$ cat config.mk
export PLATFORM = sky130hd
export DESIGN_NAME = uart_frame_transmitter
export DESIGN_NICKNAME = d
export VERILOG_FILES = /design/src/rtl/utx_pkg.sv /design/src/rtl/utx_front.sv /design/src/rtl/utx_queue.sv /design/src/rtl/utx_back.sv /design/src/rtl/uart_frame_transmitter.sv
export SDC_FILE = /design/constraint.sdc
export NUM_CORES = 1
export LEC_CHECK = 0
export ABC_AREA = 0
export ABC_CLOCK_PERIOD_IN_PS = 9800
export BUFFER_PORTS_ARGS = -buffer_cell sky130_fd_sc_hd__buf_2
export CAP_MARGIN = 25
export CORE_MARGIN = 2
export CORE_UTILIZATION = 60
export DETAILED_ROUTE_END_ITERATION = 16
export PLACE_DENSITY = 0.79
export REMOVE_ABC_BUFFERS = 1
export SLEW_MARGIN = 25
export SYNTH_ARGS = -nofsm -noshare
export SYNTH_HDL_FRONTEND = slang
export SYNTH_SLANG_ARGS = --single-unit
$ cat constraint.sdc
create_clock -name clock -period 9.8 [get_ports clock]
set_clock_uncertainty 0.05 [all_clocks]
set_input_delay 2.94 -clock clock [delete_from_list [all_inputs] [get_ports clock]]
set_output_delay 2.94 -clock clock [all_outputs]
set_load 0.05 [all_outputs]
$ cat src/rtl/utx_pkg.sv
package utx_pkg;

   // Item operation codes.
   typedef enum logic {
      OP_TICK = 1'b0,
      OP_SEND = 1'b1
   } op_type;

   // Parity mode codes; the remaining codes mean no parity.
   localparam logic [1:0] EVEN_PARITY = 2'd1;
   localparam logic [1:0] ODD_PARITY  = 2'd2;

   // Stop bit count codes at or above this value select two stop bits.
   localparam logic [1:0] STOP_TWO = 2'd2;

   // Configuration register indexes.
   localparam logic [1:0] CSR_CYCLES_PER_BIT = 2'd0;
   localparam logic [1:0] CSR_DATA_BIT_COUNT = 2'd1;
   localparam logic [1:0] CSR_PARITY_MODE    = 2'd2;
   localparam logic [1:0] CSR_STOP_BIT_COUNT = 2'd3;

   // Configuration reset values.
   localparam logic [19:0] RST_CYCLES_PER_BIT = 20'd694;
   localparam logic [3:0]  RST_DATA_BIT_COUNT = 4'd8;
   localparam logic [1:0]  RST_PARITY_MODE    = 2'd0;
   localparam logic [1:0]  RST_STOP_BIT_COUNT = 2'd1;

   // Legal data bit range.
   localparam logic [3:0] MIN_DATA_BITS = 4'd5;
   localparam logic [3:0] MAX_DATA_BITS = 4'd8;

   // Parity of a nibble, indexed by the nibble.
   localparam logic [15:0] PARITY_LUT  = 16'h6996;
   localparam logic [3:0]  NIBBLE_MASK = 4'hF;

   // Frame register width: start bit, eight data bits and parity.
   localparam int FRAME_W = 10;

   typedef struct packed {
      logic       operation;
      logic [7:0] tx_byte;
   } req_type;

   typedef struct packed {
      logic line_level;
      logic busy_res;
      logic refused;
   } rsp_type;

   typedef struct packed {
      logic [19:0] cycles_per_bit;
      logic [3:0]  data_bit_count;
      logic [1:0]  parity_mode;
      logic [1:0]  stop_bit_count;
   } cfg_type;

   // Classified item handed from the front to the back.
   typedef struct packed {
      logic               is_send;
      logic [FRAME_W-1:0] frame;
      logic [3:0]         frame_bits;
   } cmd_type;

   typedef struct packed {
      logic full;
      logic empty;
   } q_status_type;

   // Returns 1 when the byte holds an odd number of ones.
   function automatic logic odd_ones(input logic [7:0] b);
      logic [3:0] idx;
      idx = (b[3:0] ^ b[7:4]) & NIBBLE_MASK;
      return PARITY_LUT[idx];
   endfunction

endpackage

$ cat src/rtl/utx_front.sv
module utx_front
   import utx_pkg::*;
(
   input  logic         req_valid,
   output logic         req_stall,
   input  req_type      req_payload,
   input  cfg_type      cfg,
   input  q_status_type q_status,
   output logic         push,
   output cmd_type      push_cmd
);

   logic [3:0] n_data;
   logic [7:0] data;
   logic       par_en;
   logic       par_bit;

   // Accept whenever the queue has room.
   assign req_stall = q_status.full;
   assign push      = req_valid && !q_status.full;

   // Build the complete frame for a send item from the current format.
   always_comb begin
      if (cfg.data_bit_count < MIN_DATA_BITS) begin
         n_data = MIN_DATA_BITS;
      end else if (cfg.data_bit_count > MAX_DATA_BITS) begin
         n_data = MAX_DATA_BITS;
      end else begin
         n_data = cfg.data_bit_count;
      end

      for (int i = 0; i < 8; i++) begin
         data[i] = req_payload.tx_byte[i] && (4'(i) < n_data);
      end

      par_en  = (cfg.parity_mode == EVEN_PARITY) || (cfg.parity_mode == ODD_PARITY);
      par_bit = odd_ones(data) ^ (cfg.parity_mode == ODD_PARITY);

      // The start bit sits at the bottom; parity follows the last data bit.
      push_cmd.frame    = '0;
      for (int i = 0; i < 9; i++) begin
         if (4'(i) < n_data) begin
            push_cmd.frame[i+1] = data[i];
         end else if ((4'(i) == n_data) && par_en) begin
            push_cmd.frame[i+1] = par_bit;
         end
      end

      push_cmd.is_send    = (op_type'(req_payload.operation) == OP_SEND);
      push_cmd.frame_bits = n_data + {3'b000, par_en} + 4'd1;
   end

endmodule

$ cat src/rtl/utx_queue.sv
module utx_queue
   import utx_pkg::*;
#(
   parameter int DEPTH = 2
) (
   input  logic         clock,
   input  logic         reset,
   input  logic         push,
   input  cmd_type      push_cmd,
   input  logic         pop,
   output cmd_type      head_cmd,
   output q_status_type q_status
);

   localparam int PTR_W = (DEPTH > 1) ? $clog2(DEPTH) : 1;
   localparam int CNT_W = $clog2(DEPTH + 1);

   cmd_type          entry_ff [DEPTH];
   logic [PTR_W-1:0] wr_ptr_ff, wr_ptr_in;
   logic [PTR_W-1:0] rd_ptr_ff, rd_ptr_in;
   logic [CNT_W-1:0] count_ff, count_in;

   // Pointer and fill count updates.
   always_comb begin
      wr_ptr_in = wr_ptr_ff;
      rd_ptr_in = rd_ptr_ff;
      count_in  = count_ff;
      if (push) begin
         wr_ptr_in = (wr_ptr_ff == PTR_W'(DEPTH - 1)) ? '0 : wr_ptr_ff + 1'b1;
      end
      if (pop) begin
         rd_ptr_in = (rd_ptr_ff == PTR_W'(DEPTH - 1)) ? '0 : rd_ptr_ff + 1'b1;
      end
      if (push && !pop) begin
         count_in = count_ff + 1'b1;
      end else if (pop && !push) begin
         count_in = count_ff - 1'b1;
      end
   end

   always_ff @(posedge clock) begin
      if (reset) begin
         wr_ptr_ff <= '0;
         rd_ptr_ff <= '0;
         count_ff  <= '0;
      end else begin
         wr_ptr_ff <= wr_ptr_in;
         rd_ptr_ff <= rd_ptr_in;
         count_ff  <= count_in;
      end
   end

   // Entry storage needs no reset.
   always_ff @(posedge clock) begin
      if (push) begin
         entry_ff[wr_ptr_ff] <= push_cmd;
      end
   end

   assign head_cmd       = entry_ff[rd_ptr_ff];
   assign q_status.full  = (count_ff == CNT_W'(DEPTH));
   assign q_status.empty = (count_ff == '0);

endmodule

$ cat src/rtl/utx_back.sv
module utx_back
   import utx_pkg::*;
(
   input  logic         clock,
   input  logic         reset,
   input  cfg_type      cfg,
   input  cmd_type      head_cmd,
   input  q_status_type q_status,
   output logic         pop,
   output logic         rsp_valid,
   input  logic         rsp_stall,
   output rsp_type      rsp_payload
);

   logic [FRAME_W-1:0] frame_shift_ff, frame_shift_in;
   logic [3:0]         bits_left_ff, bits_left_in;
   logic [19:0]        tick_count_ff, tick_count_in;
   logic [20:0]        stop_ticks_ff, stop_ticks_in;
   logic               line_ff, line_in;
   logic               rsp_valid_ff, rsp_valid_in;
   rsp_type            rsp_payload_ff, rsp_payload_in;

   logic               take;
   logic               busy;
   logic               refused;
   logic [19:0]        bit_len;
   logic [19:0]        tick_next;
   logic [20:0]        stop_total;
   logic [FRAME_W-1:0] shifted;
   logic [3:0]         bits_dec;

   // Execute the head item whenever the result register is free or drains.
   assign take = !q_status.empty && (!rsp_valid_ff || !rsp_stall);
   assign pop  = take;

   assign busy       = (bits_left_ff != '0) || (stop_ticks_ff != '0);
   assign bit_len    = (cfg.cycles_per_bit == '0) ? 20'd1 : cfg.cycles_per_bit;
   assign stop_total = (cfg.stop_bit_count >= STOP_TWO) ? {bit_len, 1'b0}
                                                        : {1'b0, bit_len};
   assign tick_next  = tick_count_ff + 20'd1;
   assign shifted    = {1'b1, frame_shift_ff[FRAME_W-1:1]};
   assign bits_dec   = bits_left_ff - 4'd1;

   // Line state update for one item.
   always_comb begin
      frame_shift_in = frame_shift_ff;
      bits_left_in   = bits_left_ff;
      tick_count_in  = tick_count_ff;
      stop_ticks_in  = stop_ticks_ff;
      line_in        = line_ff;
      refused        = 1'b0;

      if (take) begin
         if (head_cmd.is_send) begin
            if (busy) begin
               refused = 1'b1;
            end else begin
               frame_shift_in = head_cmd.frame;
               bits_left_in   = head_cmd.frame_bits;
               tick_count_in  = '0;
               line_in        = head_cmd.frame[0];
            end
         end else if (bits_left_ff != '0) begin
            if (tick_next >= bit_len) begin
               tick_count_in  = '0;
               frame_shift_in = shifted;
               bits_left_in   = bits_dec;
               if (bits_dec != '0) begin
                  line_in = shifted[0];
               end else begin
                  line_in       = 1'b1;
                  stop_ticks_in = stop_total;
               end
            end else begin
               tick_count_in = tick_next;
            end
         end else if (stop_ticks_ff != '0) begin
            stop_ticks_in = stop_ticks_ff - 21'd1;
         end
      end
   end

   // Result register: holds while stalled, loads on every executed item.
   always_comb begin
      rsp_payload_in = rsp_payload_ff;
      if (take) begin
         rsp_valid_in              = 1'b1;
         rsp_payload_in.line_level = line_in;
         rsp_payload_in.busy_res   = (bits_left_in != '0) || (stop_ticks_in != '0);
         rsp_payload_in.refused    = refused;
      end else begin
         rsp_valid_in = rsp_valid_ff && rsp_stall;
      end
   end

   always_ff @(posedge clock) begin
      if (reset) begin
         frame_shift_ff <= '1;
         bits_left_ff   <= '0;
         tick_count_ff  <= '0;
         stop_ticks_ff  <= '0;
         line_ff        <= 1'b1;
         rsp_valid_ff   <= 1'b0;
      end else begin
         frame_shift_ff <= frame_shift_in;
         bits_left_ff   <= bits_left_in;
         tick_count_ff  <= tick_count_in;
         stop_ticks_ff  <= stop_ticks_in;
         line_ff        <= line_in;
         rsp_valid_ff   <= rsp_valid_in;
      end
   end

   always_ff @(posedge clock) begin
      rsp_payload_ff <= rsp_payload_in;
   end

   assign rsp_valid   = rsp_valid_ff;
   assign rsp_payload = rsp_payload_ff;

endmodule

$ cat src/rtl/uart_frame_transmitter.sv
// UART frame transmitter. Each item is either a tick, which advances bit
// timing by one step, or a send request, which loads a frame of a low start
// bit, 5 to 8 data bits LSB first and an optional parity bit, followed by one
// or two high stop bits; a send while busy is refused and flagged. Every item
// yields exactly one result carrying the line level, busy flag and refusal
// flag. The block takes one item per clock and delivers one result per clock,
// unless the result side stalls; each result is registered first in the queue
// after the combinational front classifier, then in the back unit, whose state
// update sets the rate. The queue between them is QUEUE_DEPTH entries deep.
// Configuration writes are always ready and take effect on the next cycle.
module uart_frame_transmitter
   import utx_pkg::*;
#(
   parameter int QUEUE_DEPTH = 2
) (
   input  logic        clock,
   input  logic        reset,
   input  logic        req_valid,
   output logic        req_stall,
   input  req_type     req_payload,
   output logic        rsp_valid,
   input  logic        rsp_stall,
   output rsp_type     rsp_payload,
   input  logic        csr_valid,
   output logic        csr_ready,
   input  logic [1:0]  csr_index,
   input  logic [19:0] csr_wdata
);

   cfg_type      cfg_ff, cfg_in;
   q_status_type q_status;
   cmd_type      push_cmd;
   cmd_type      head_cmd;
   logic         push;
   logic         pop;

   // Configuration registers.
   assign csr_ready = 1'b1;

   always_comb begin
      cfg_in = cfg_ff;
      if (csr_valid && csr_ready) begin
         unique case (csr_index)
            CSR_CYCLES_PER_BIT: cfg_in.cycles_per_bit = csr_wdata;
            CSR_DATA_BIT_COUNT: cfg_in.data_bit_count = csr_wdata[3:0];
            CSR_PARITY_MODE:    cfg_in.parity_mode    = csr_wdata[1:0];
            CSR_STOP_BIT_COUNT: cfg_in.stop_bit_count = csr_wdata[1:0];
            default:            cfg_in = cfg_ff;
         endcase
      end
   end

   always_ff @(posedge clock) begin
      if (reset) begin
         cfg_ff.cycles_per_bit <= RST_CYCLES_PER_BIT;
         cfg_ff.data_bit_count <= RST_DATA_BIT_COUNT;
         cfg_ff.parity_mode    <= RST_PARITY_MODE;
         cfg_ff.stop_bit_count <= RST_STOP_BIT_COUNT;
      end else begin
         cfg_ff <= cfg_in;
      end
   end

   // Front: accepts and classifies items.
   utx_front u_front (
      .req_valid   (req_valid),
      .req_stall   (req_stall),
      .req_payload (req_payload),
      .cfg         (cfg_ff),
      .q_status    (q_status),
      .push        (push),
      .push_cmd    (push_cmd)
   );

   // Queue between front and back.
   utx_queue #(
      .DEPTH (QUEUE_DEPTH)
   ) u_queue (
      .clock    (clock),
      .reset    (reset),
      .push     (push),
      .push_cmd (push_cmd),
      .pop      (pop),
      .head_cmd (head_cmd),
      .q_status (q_status)
   );

   // Back: drives the line state and the result register.
   utx_back u_back (
      .clock       (clock),
      .reset       (reset),
      .cfg         (cfg_ff),
      .head_cmd    (head_cmd),
      .q_status    (q_status),
      .pop         (pop),
      .rsp_valid   (rsp_valid),
      .rsp_stall   (rsp_stall),
      .rsp_payload (rsp_payload)
   );

   // A refused send can only happen while the transmitter is busy.
   a_refused_busy : assert property (@(posedge clock) disable iff (reset)
      (rsp_valid && rsp_payload.refused) |-> rsp_payload.busy_res)
      else $error("refused result without busy");

   // An idle transmitter holds the line high.
   a_idle_high : assert property (@(posedge clock) disable iff (reset)
      (rsp_valid && !rsp_payload.busy_res) |-> rsp_payload.line_level)
      else $error("line low while idle");

   // An item pushed without a pop leaves the queue non-empty.
   a_queue_fill : assert property (@(posedge clock) disable iff (reset)
      (push && !pop) |=> !q_status.empty)
      else $error("queue lost an item");

endmodule

==> metrics.yaml <==
yosys:
  sequential_share_of_the_synthesized_area: 0.402
  synth.ff_latch_count: 119
  synth_enable_flop_cells: 31
  synthesis.instances: 777
  yosys_warnings: 0
  synthesis.area_per_instance_um2: 8.62
  netlist_top_cells_area: "sky130_fd_sc_hd__dfxtp_1, sky130_fd_sc_hd__edfxtp_1, sky130_fd_sc_hd__nor2_1, sky130_fd_sc_hd__ha_1, sky130_fd_sc_hd__nand2_1"
  synthFlopType: "sky130_fd_sc_hd__dfxtp_1"
  ys_types: 83
  yosysTopAreaCell: "sky130_fd_sc_hd__dfxtp_1"
  post_synthesis_instance_area_mm2: 0.00670
  synthArstFlopShare: 0
  yosys.area.top_type_share: 0.263
drt:
  viasPerCell: 6.24
  finalWirelength_um: 17600
  route.detailed.wl_per_inst_um: 18.5
  drt-met1-wl_um: 8150
  detail_route.drc_violations: 0
  antenna_left: 0
  num_vias: 5957
  met3_wirelength_um: 1170
  route.met2.wl_um: 8050
  drc_violation_total_after_the_first_tritonroute_iteration: 613
  firstDrtPassIters: 6
  highest_layer: "met4"
worst_setup_path:
  timing.critical_path.mode_cell: "sky130_fd_sc_hd__nand2_1"
  crit_path_cell_trace: "buf_2, nand2_1, o21ai_0, inv_2, nand2_1, nor2_1, nand2_1, nor2_1, a2111oi_0, a311oi_1, nand4_1, or4_1"
  critPathLaunchType: "input port"
  setup.worst_path.class: "input port to flop"
  wp_buf_inv: 2
  crit_slowest_cell: "sky130_fd_sc_hd__nor2_1"
  crit_required_ps: 10020
  cp_top_family: "simple AND/OR/NAND/NOR gates"
  crit_path_max_fanout: 13
  worst_r2r_path_depth: 17
  timing.critical_path.depth: 12
  critical_path.endpoint_type: "flop"
  arrival_ps: 6390
  critical_path.max_stage_delay_ps: 850
sta:
  number_of_pins_exceeding_their_max_slew_limit_in_the_final_report: 0
  grt_setup_unrepaired: "no"
  achievable-frequency_mhz: 162
  worst_pin_slew_ps: 1080
  timing.slew.headroom: 0.277
  final.min_clock_period_ps: 6170
  finalHoldViolations: 0
  final.setup.tns_ps: 0
  report.final.setup_viol: 0
  layout_setup_ws_ps: 3630
  timing.final.crit_share: 0.630
placement:
  post-dp-hpwl_um: 12500
  portBuffers: 40
  routabilityCongestion: 0.920
  pre_cts_slack_ps: 3190
pwr:
  power_leakage_nw: 3.01
  power.density_mw_per_mm2: 358
  vdd.ir_drop.worst_uv: 352
  totalPowerFinal_mw: 2.69
floorplanning:
  num_rows: 38
  chip_height_um: 110
  core_mm2: 0.0109
  die_w_um: 110
  start_util: 0.615
  top_level_port_count: 42
  floorplan.die_area_mm2: 0.0120
flow_run:
  drv_cap: 0
layout:
  fraction_of_the_core_area_covered_by_cells_at_the_end_of_the_flow: 0.692
  antenna-diode-count: 0
  number_of_nets_in_the_layout: 866
  layout.cells.most_common: "sky130_fd_sc_hd__nor2_1"
  final_layout_size_suffix_gt1_frac: 0.123
  most-common-layout-cells: "sky130_fd_sc_hd__nor2_1, sky130_fd_sc_hd__dfxtp_1, sky130_fd_sc_hd__nand2_1, sky130_fd_sc_hd__a21oi_1, sky130_fd_sc_hd__buf_2"
  area_growth_pct: 12.4
cts:
  level_count_of_the_clock_h_tree: 4
  post_cts_hold_buffer_count: 0
  tritoncts: "done"
  clk_root_buffer_cell: "sky130_fd_sc_hd__clkbuf_8"
  numClockSinks: 119
  numCtsBuffers: 17
  cts.reportedPaths.clkPinSlew_ps: 60
  max-clock-path-buffers: 2
  post_cts.resized_instances: 0
  clock_latency_ps: 530
  post_cts.repair.setup_buffers: 0
outcome:
  outcome: "completed"
worst_hold_path:
  worstHoldPathCells: 1
  hold_path_class: "flop to flop"
grt:
  grt_antenna_before_repair: 0
  grt_overflow: 0
  grt_util_all_layers: 0.308
  grt_max_degree: 89
  via_count_of_the_first_global_routing_pass: 5456
  grt_first_pass_wirelength_um: 28000
-- cell usage after synthesis, types with 3 or more instances --
| cell | instances |
|---|---|
| sky130_fd_sc_hd__dfxtp_1 | 88 |
| sky130_fd_sc_hd__o21ai_0 | 40 |
| sky130_fd_sc_hd__nor3_1 | 10 |
| sky130_fd_sc_hd__nand4_1 | 12 |
| sky130_fd_sc_hd__a311oi_1 | 3 |
| sky130_fd_sc_hd__o22ai_1 | 3 |
| sky130_fd_sc_hd__a31oi_1 | 7 |
| sky130_fd_sc_hd__o41ai_1 | 3 |
| sky130_fd_sc_hd__mux2i_1 | 28 |
| sky130_fd_sc_hd__edfxtp_1 | 31 |
| sky130_fd_sc_hd__or3_1 | 8 |
| sky130_fd_sc_hd__buf_1 | 3 |
| sky130_fd_sc_hd__a221oi_1 | 5 |
| sky130_fd_sc_hd__and2_1 | 4 |
| sky130_fd_sc_hd__nor2b_1 | 7 |
| sky130_fd_sc_hd__inv_1 | 34 |
| sky130_fd_sc_hd__xor2_1 | 15 |
| sky130_fd_sc_hd__o2bb2ai_1 | 3 |
| sky130_fd_sc_hd__a211oi_1 | 11 |
| sky130_fd_sc_hd__nor4_1 | 10 |
| sky130_fd_sc_hd__o21a_1 | 3 |
| sky130_fd_sc_hd__nand3b_1 | 5 |
| sky130_fd_sc_hd__xnor2_1 | 17 |
| sky130_fd_sc_hd__a22oi_1 | 11 |
| sky130_fd_sc_hd__o31ai_1 | 3 |
| sky130_fd_sc_hd__nand2_1 | 81 |
| sky130_fd_sc_hd__and3_1 | 12 |
| sky130_fd_sc_hd__nand2b_1 | 7 |
| sky130_fd_sc_hd__nand3_1 | 18 |
| sky130_fd_sc_hd__clkbuf_1 | 35 |
| sky130_fd_sc_hd__ha_1 | 28 |
| sky130_fd_sc_hd__nor2_1 | 108 |
| sky130_fd_sc_hd__a21oi_1 | 47 |
| sky130_fd_sc_hd__a211o_1 | 19 |
| sky130_fd_sc_hd__or2_2 | 4 |
-- stage by stage --
stage	hold slack [ps]	cell area, µm²	cells
floorplan	380	6530	735
global route	437	7530	955
global placement	394	6970	923
CTS	415	7530	955
detailed placement	405	6970	923
finish	416	7530	955
-- routing by layer --
metal | track usage | vias up
met5 | 0 | -
met4 | 0.103 | 0
met3 | 0.0658 | 25
met2 | 0.467 | 245
met1 | 0.436 | 2828
li1 | - | 2859
-- power by group --
| part | switching, mW | internal (mW) | total, mW |
|---|---|---|---|
| logic | 0.898 | 0.501 | 1.40 |
| registers | 0.0940 | 0.610 | 0.704 |
| clock network | 0.217 | 0.374 | 0.591 |
| total | 1.21 | 1.48 | 2.69 |
-- cell families (layout without fill, tap and decap cells) --
kind of cell             count (synthesis)  count (layout)  synth area share
AO/OA/AOI/OAI                          187             187             0.193
multiplexers                            29              29            0.0452
AND/OR/NAND/NOR                        304             304             0.220
adder cells (fa/ha/maj)                 28              28            0.0523
XOR/XNOR                                32              32            0.0419
flip-flops                             119             119             0.402
buffers and inverters                   77             115            0.0452
other                                    1               1          0.000560
-- registers in the layout, summed over array words and instances (netlist names), named ones only --
name	flops
cfg_ff	27
u_back.bits_left_ff	4
u_back.frame_shift_ff	9
u_back.line_ff	1
u_back.rsp_payload	3
u_back.rsp_valid	1
u_back.stop_ticks_ff	21
u_back.tick_count_ff	20
u_queue.count_ff	2
u_queue.entry_ff	28
u_queue.rd_ptr_ff	1
u_queue.wr_ptr_ff	1
-- final timing paths --
| kind | from | end | slack [ps] |
|---|---|---|---|
| worst min-delay path | u_back.frame_shift_ff[2] | u_back.frame_shift_ff[2] | 420 |
| worst max-delay path | rsp_stall | u_back.rsp_payload[1] | 3630 |
| worst max register to register | u_back.tick_count_ff[0] | u_back.rsp_payload[1] | 3800 |
| worst min register to register | u_back.frame_shift_ff[2] | u_back.frame_shift_ff[2] | 420 |
-- area by class of cell --
class | count | area [µm²]
Multi-Input combinational cell | 581 | 3710
Clock buffer | 24 | 460
Tap cell | 140 | 175
Sequential cell | 119 | 2690
Fill cell | 867 | 3360
Timing Repair Buffer | 48 | 260
Clock inverter | 8 | 98.8
Inverter | 35 | 131
Power figures use the tool's default switching activity.
